--- config.mk ---
export PLATFORM = sky130hd
export DESIGN_NAME = llp_ctrl
export DESIGN_NICKNAME = d
export VERILOG_FILES = /design/src/rtl/llp_pkg.sv /design/src/rtl/llp_ctrl.sv
export SDC_FILE = /design/constraint.sdc
export NUM_CORES = 1
export LEC_CHECK = 0
export ABC_AREA = 1
export BUFFER_PORTS_ARGS = -buffer_cell sky130_fd_sc_hd__buf_4
export CORE_UTILIZATION = 57
export CTS_BUF_LIST = sky130_fd_sc_hd__clkbuf_2
export DETAILED_ROUTE_END_ITERATION = 6
export GPL_TIMING_DRIVEN = 0
export PLACE_DENSITY_LB_ADDON = 0.15
export SKIP_CTS_REPAIR_TIMING = 1
export SLEW_MARGIN = 20
export SYNTH_ARGS = -nofsm -noshare
export SYNTH_HDL_FRONTEND = slang
export SYNTH_SLANG_ARGS = --single-unit
--- constraint.sdc ---
create_clock -name clock -period 3.3 [get_ports clock]
set_input_delay 0.33 -clock clock [delete_from_list [all_inputs] [get_ports clock]]
set_output_delay 0.33 -clock clock [all_outputs]
set_load 0.05 [all_outputs]
--- src/rtl/llp_pkg.sv ---
`timescale 1ns / 1ps
// ----------------------------------------------------------------------------
// Lookahead peak limiter package
// Shared constants, register indexes, types and a helper function.
// ----------------------------------------------------------------------------
package llp_pkg;

   localparam int NUM_CH = 4;
   localparam int CH_W = 2;
   localparam int CSR_IDX_W = 3;
   localparam int CSR_DATA_W = 31;
   localparam int DIV_STEPS = 31;
   localparam int STEP_W = 5;

   localparam logic [CSR_IDX_W-1:0] CSR_CHANNELS  = 3'd0;
   localparam logic [CSR_IDX_W-1:0] CSR_LOOKAHEAD = 3'd1;
   localparam logic [CSR_IDX_W-1:0] CSR_RELEASE   = 3'd2;
   localparam logic [CSR_IDX_W-1:0] CSR_LIMIT     = 3'd3;
   localparam logic [CSR_IDX_W-1:0] CSR_NARROW    = 3'd4;

   localparam logic [2:0]  RST_CHANNELS  = 3'd2;
   localparam logic [9:0]  RST_LOOKAHEAD = 10'd240;
   localparam logic [30:0] RST_RELEASE   = 31'd447392;
   localparam logic [30:0] RST_LIMIT     = 31'd2040109465;

   localparam logic [30:0] UNITY_Q30  = 31'h4000_0000;
   localparam logic [30:0] GAIN_FLOOR = 31'd10737418;

   typedef logic signed [31:0] sample_type;
   typedef sample_type [NUM_CH-1:0] frame_type;

   typedef struct packed {
      logic            load;
      logic            clear_step;
      logic            mem_write;
      logic            mem_read;
      logic            peak_step;
      logic            div_start_t;
      logic            div_start_n;
      logic            div_step;
      logic            need_update;
      logic            gain_update;
      logic            release_step;
      logic            dpk_step;
      logic            chk_mul;
      logic            chk_apply;
      logic            out_mul;
      logic            out_store;
      logic            emit;
      logic [CH_W-1:0] chan;
   } cmd_type;

   typedef struct packed {
      logic clear_last;
      logic over_limit;
      logic slope_neg;
      logic chan_last;
      logic out_free;
   } status_type;

   function automatic logic [30:0] mag(input sample_type s);
      logic [31:0] a;
      a = s[31] ? 32'(-s) : 32'(s);
      if (a[31]) begin
         return 31'h7FFF_FFFF;
      end
      return a[30:0];
   endfunction

endpackage

--- src/rtl/llp_ctrl.sv ---
`timescale 1ns / 1ps
// ----------------------------------------------------------------------------
// Lookahead peak limiter controller
// Sequences clearing, storing, division, gain update and output per item.
// ----------------------------------------------------------------------------
module llp_ctrl
   import llp_pkg::*;
(
   input  logic       clock,
   input  logic       reset,
   input  logic       req_valid,
   output logic       req_ready,
   input  status_type status,
   output cmd_type    cmd
);

   localparam logic [4:0] S_CLEAR  = 5'd0;
   localparam logic [4:0] S_IDLE   = 5'd1;
   localparam logic [4:0] S_WRITE  = 5'd2;
   localparam logic [4:0] S_READ   = 5'd3;
   localparam logic [4:0] S_PEAK   = 5'd4;
   localparam logic [4:0] S_TEST   = 5'd5;
   localparam logic [4:0] S_DIVT   = 5'd6;
   localparam logic [4:0] S_NSTART = 5'd7;
   localparam logic [4:0] S_DIVN   = 5'd8;
   localparam logic [4:0] S_NEED   = 5'd9;
   localparam logic [4:0] S_GAIN   = 5'd10;
   localparam logic [4:0] S_REL    = 5'd11;
   localparam logic [4:0] S_DPK    = 5'd12;
   localparam logic [4:0] S_CMUL   = 5'd13;
   localparam logic [4:0] S_CHK    = 5'd14;
   localparam logic [4:0] S_OMUL   = 5'd15;
   localparam logic [4:0] S_OSTO   = 5'd16;
   localparam logic [4:0] S_EMIT   = 5'd17;

   logic [4:0]        state_ff, state_in;
   logic [CH_W-1:0]   chan_ff, chan_in;
   logic [STEP_W-1:0] step_ff, step_in;
   logic              step_last;

   assign req_ready = (state_ff == S_IDLE);
   assign step_last = (step_ff == STEP_W'(DIV_STEPS - 1));

   always_comb begin
      state_in = state_ff;
      chan_in  = chan_ff;
      step_in  = step_ff;
      cmd      = '0;
      cmd.chan = chan_ff;
      unique case (state_ff)
         S_CLEAR: begin
            cmd.clear_step = 1'b1;
            if (status.clear_last) begin
               state_in = S_IDLE;
            end
         end
         S_IDLE: begin
            if (req_valid) begin
               cmd.load = 1'b1;
               state_in = S_WRITE;
            end
         end
         S_WRITE: begin
            cmd.mem_write = 1'b1;
            state_in = S_READ;
         end
         S_READ: begin
            cmd.mem_read = 1'b1;
            chan_in = '0;
            state_in = S_PEAK;
         end
         S_PEAK: begin
            cmd.peak_step = 1'b1;
            chan_in = chan_ff + 1'b1;
            if (status.chan_last) begin
               state_in = S_TEST;
            end
         end
         S_TEST: begin
            step_in = '0;
            if (status.over_limit) begin
               cmd.div_start_t = 1'b1;
               state_in = S_DIVT;
            end else begin
               state_in = S_GAIN;
            end
         end
         S_DIVT: begin
            cmd.div_step = 1'b1;
            step_in = step_ff + 1'b1;
            if (step_last) begin
               state_in = S_NSTART;
            end
         end
         S_NSTART: begin
            cmd.div_start_n = 1'b1;
            step_in = '0;
            state_in = S_DIVN;
         end
         S_DIVN: begin
            cmd.div_step = 1'b1;
            step_in = step_ff + 1'b1;
            if (step_last) begin
               state_in = S_NEED;
            end
         end
         S_NEED: begin
            cmd.need_update = 1'b1;
            state_in = S_GAIN;
         end
         S_GAIN: begin
            cmd.gain_update = 1'b1;
            chan_in = '0;
            state_in = status.slope_neg ? S_DPK : S_REL;
         end
         S_REL: begin
            cmd.release_step = 1'b1;
            chan_in = '0;
            state_in = S_OMUL;
         end
         S_DPK: begin
            cmd.dpk_step = 1'b1;
            chan_in = chan_ff + 1'b1;
            if (status.chan_last) begin
               state_in = S_CMUL;
            end
         end
         S_CMUL: begin
            cmd.chk_mul = 1'b1;
            state_in = S_CHK;
         end
         S_CHK: begin
            cmd.chk_apply = 1'b1;
            chan_in = '0;
            state_in = S_OMUL;
         end
         S_OMUL: begin
            cmd.out_mul = 1'b1;
            state_in = S_OSTO;
         end
         S_OSTO: begin
            cmd.out_store = 1'b1;
            chan_in = chan_ff + 1'b1;
            state_in = (chan_ff == CH_W'(NUM_CH - 1)) ? S_EMIT : S_OMUL;
         end
         S_EMIT: begin
            if (status.out_free) begin
               cmd.emit = 1'b1;
               state_in = S_IDLE;
            end
         end
         default: begin
            state_in = S_IDLE;
         end
      endcase
   end

   always_ff @(posedge clock) begin
      if (reset) begin
         state_ff <= S_CLEAR;
         chan_ff  <= '0;
         step_ff  <= '0;
      end else begin
         state_ff <= state_in;
         chan_ff  <= chan_in;
         step_ff  <= step_in;
      end
   end

endmodule

==> impl_metrics.csv <==
group,metric,value,unit
outcome,outcome,"finished, violations left",
outcome,violations,"design-rule violations",
sta,finalClockSkew,0.006127,ns
place,dp_hpwl,1960,µm
clock_tree,clock_latency,0.26,ns
clock_tree,cts_buffers,3,
sta,finalHoldViolCount,0,
synth,synth_top_area_share,0.2424,
hold_path,hold_depth,2,
clock_tree,h-tree-depth,1,
critical_path,critPathKind,"flop to output port",
synth,yosysSeqAreaShare,0.2424,
hold_path,min_path_type,"input pin to flop",
critical_path,r2r_cells,7,
floorplan,die_h,43.70,µm
detailed_routing,drc,4,
synth,ys_top_cells_by_area,"dfxtp_1 24%, nand2_1 13%, inv_1 11%",
pwr,p_leak,0.7375,nW
global_route,grt_pass1_vias,978,
floorplan,initial_utilization,0.6356,
critical_path,cp_slowest_cell,"dfxtp_1",
layout,nets,207,
layout,nFillCells,130,
global_route,grt_overflow,0,
critical_path,cp_slowest_stage_delay,0.46,ns
sta,max_slew_margin,0.7886,
global_route,grt_pass1_wl,3933,µm
pwr,pwr_density_cell,508.7,mW/mm²
sta,clock.fmax,0.4833,GHz
synth,avgSynthCellArea,6.042,µm²
global_route,antenna_found_initial,0,
sta,period_minus_slack,2.069,ns
synth,ys_seq_elements,12,
synth,syn-cell-area,991.0,µm²
global_route,grt_max_degree,9,
detailed_routing,drtPass1Iterations,7,
synth,syn_nets,175,
floorplan,die_width,43.70,µm
synth,yosysWarnings,0,
critical_path,worstPathRequired,2.97,ns
floorplan,dieArea,0.001909,mm²
layout,post-route-util,0.7881,
sta,setup_violations,0,
clock_tree,clk_path_buf_depth,2,
run,cap_violations,0,
detailed_routing,final_antenna_net_count,0,
critical_path,endpoint_kind,"output port",
detailed_routing,routed_wl,2443,µm
critical_path,worstPathArrival,1.74,ns
place,gp_congestion,0.9515,
floorplan,ios,28,
clock_tree,cts_tree,"built",
detailed_routing,drt_iter0_drc,52,
pwr,irDropWorstVdd,410.5,µV
sta,worstMarginPinSlew,0.3166,ns
sta,setup_slack,1.231,ns
layout,area_delta_synth_final,23.99,%
sta,period_share,0.6270,
sta,whs,0.2866,ns
place,dp_worst_setup_slack,1.588,ns
detailed_routing,via_per_inst,5.319,
detailed_routing,via_count,1117,
synth,synth.distinct_cells,21,
sta,rsz0062_at_grt,"false",
place,place.port_buffers,27,
floorplan,core_area,0.001559,mm²
layout,antenna_cells,0,
clock_tree,cts.sinks,12,
synth,synthCells,164,
synth,yosysTopAreaCell,"dfxtp_1",
sta,setup_tns,0,ns
sta,slew_violations,0,
clock_tree,ctsRootBufferMaster,"clkbuf_2",
critical_path,crit_chain,"inv_1 -> nor2_1 -> nand2_2 -> nor2_1 -> nand2_1 -> inv_1 -> buf_4",
critical_path,crit_fanout,6,
detailed_routing,routedWlPerCell,11.63,µm
clock_tree,clk_pin_slew_worst_paths,0.11,ns
floorplan,rows,14,
critical_path,startpoint_type,"flop",
global_route,track_usage,0.2720,
layout,layout-drive-gt1-share,0.2474,
## final timing paths
path / start / end / slack, ns
max: state_ff[2] / cmd[13] / 1.23
min: reset / chan_ff[1] / 0.29
max reg2reg: state_ff[2] / step_ff[3] / 1.72
min reg2reg: chan_ff[1] / chan_ff[1] / 0.49
## per-layer routing
metal	track usage	wire, µm
met1	0.3454	1038
met2	0.4537	1195
met3	0.04583	182
met4	0.1125	27
met5	0	0
## flip-flops by register name, indices dropped and copies added, names as in the netlist
| name | count |
|---|---|
| state_ff | 5 |
| chan_ff | 2 |
| step_ff | 5 |
## Yosys cell counts, drive strengths merged
cell type,count
nand2,42
inv,32
nor2,30
nand3,14
dfxtp,12
a21oi,11
o21ai,10
ha,3
nand4,3
nor3,2
xnor2,2
a211oi,1
and3,1
nand3b,1
## worst max-delay path: cells and delay by family (launching register included)
family / cells / cell delay (ns)
AND/OR/NAND/NOR: 4 / 0.62
buffers and inverters: 3 / 0.40
flip-flops: 1 / 0.46
## where the power goes
part | internal, mW | switching (mW) | leakage (nW) | total [mW]
Clock | 0.0248 | 0.0442 | 0.0125 | 0.0690
Combinational | 0.111 | 0.262 | 0.628 | 0.373
Sequential | 0.158 | 0.0253 | 0.0971 | 0.183
## final cells by class
type	count	area, µm²	share of cell area
clock buffers	3	15.01	0.01222
inverters	32	120.1	0.09776
multi-input cells	120	630.6	0.5132
flip-flops and latches	12	240.2	0.1955
well taps	16	20.02	0.01629
repair buffers	27	202.7	0.1650
## through the flow
step | power (mW) | std cells | instance area [µm²]
after floorplan | 0.4659 | 164 | 991.0
after global placement | 0.5510 | 207 | 1214
after detailed placement | 0.5572 | 207 | 1214
after CTS | 0.6266 | 210 | 1229
after global routing | 0.6671 | 210 | 1229
final | 0.6250 | 210 | 1229
## logic make-up after synthesis
logic type / count (synthesis) / share of synthesized area
buffers and inverters: 32 / 0.1212
adder cells (fa/ha/maj): 3 / 0.03788
flip-flops: 12 / 0.2424
XOR/XNOR: 2 / 0.01768
AO/OA/AOI/OAI: 22 / 0.1136
AND/OR/NAND/NOR: 93 / 0.4672
## cell usage in the layout, fill, tap and decap left out
cell type  count
nor2_2         1
clkbuf_2       3
ha_1           3
nor3_2         2
buf_4         27
nand3b_1       1
inv_1         29
dfxtp_1       12
xnor2_1        2
nand2_2        4
a21oi_1       11
a211oi_1       1
nor2_4         4
nand2_1       35
o21ai_1        1
nand2_4        3
o21ai_0        9
nor2_1        25
nand3_2        1
nand3_1       13
inv_2          3
and3_1         1
nand4_1        3
Power figures use the tool's default switching activity.
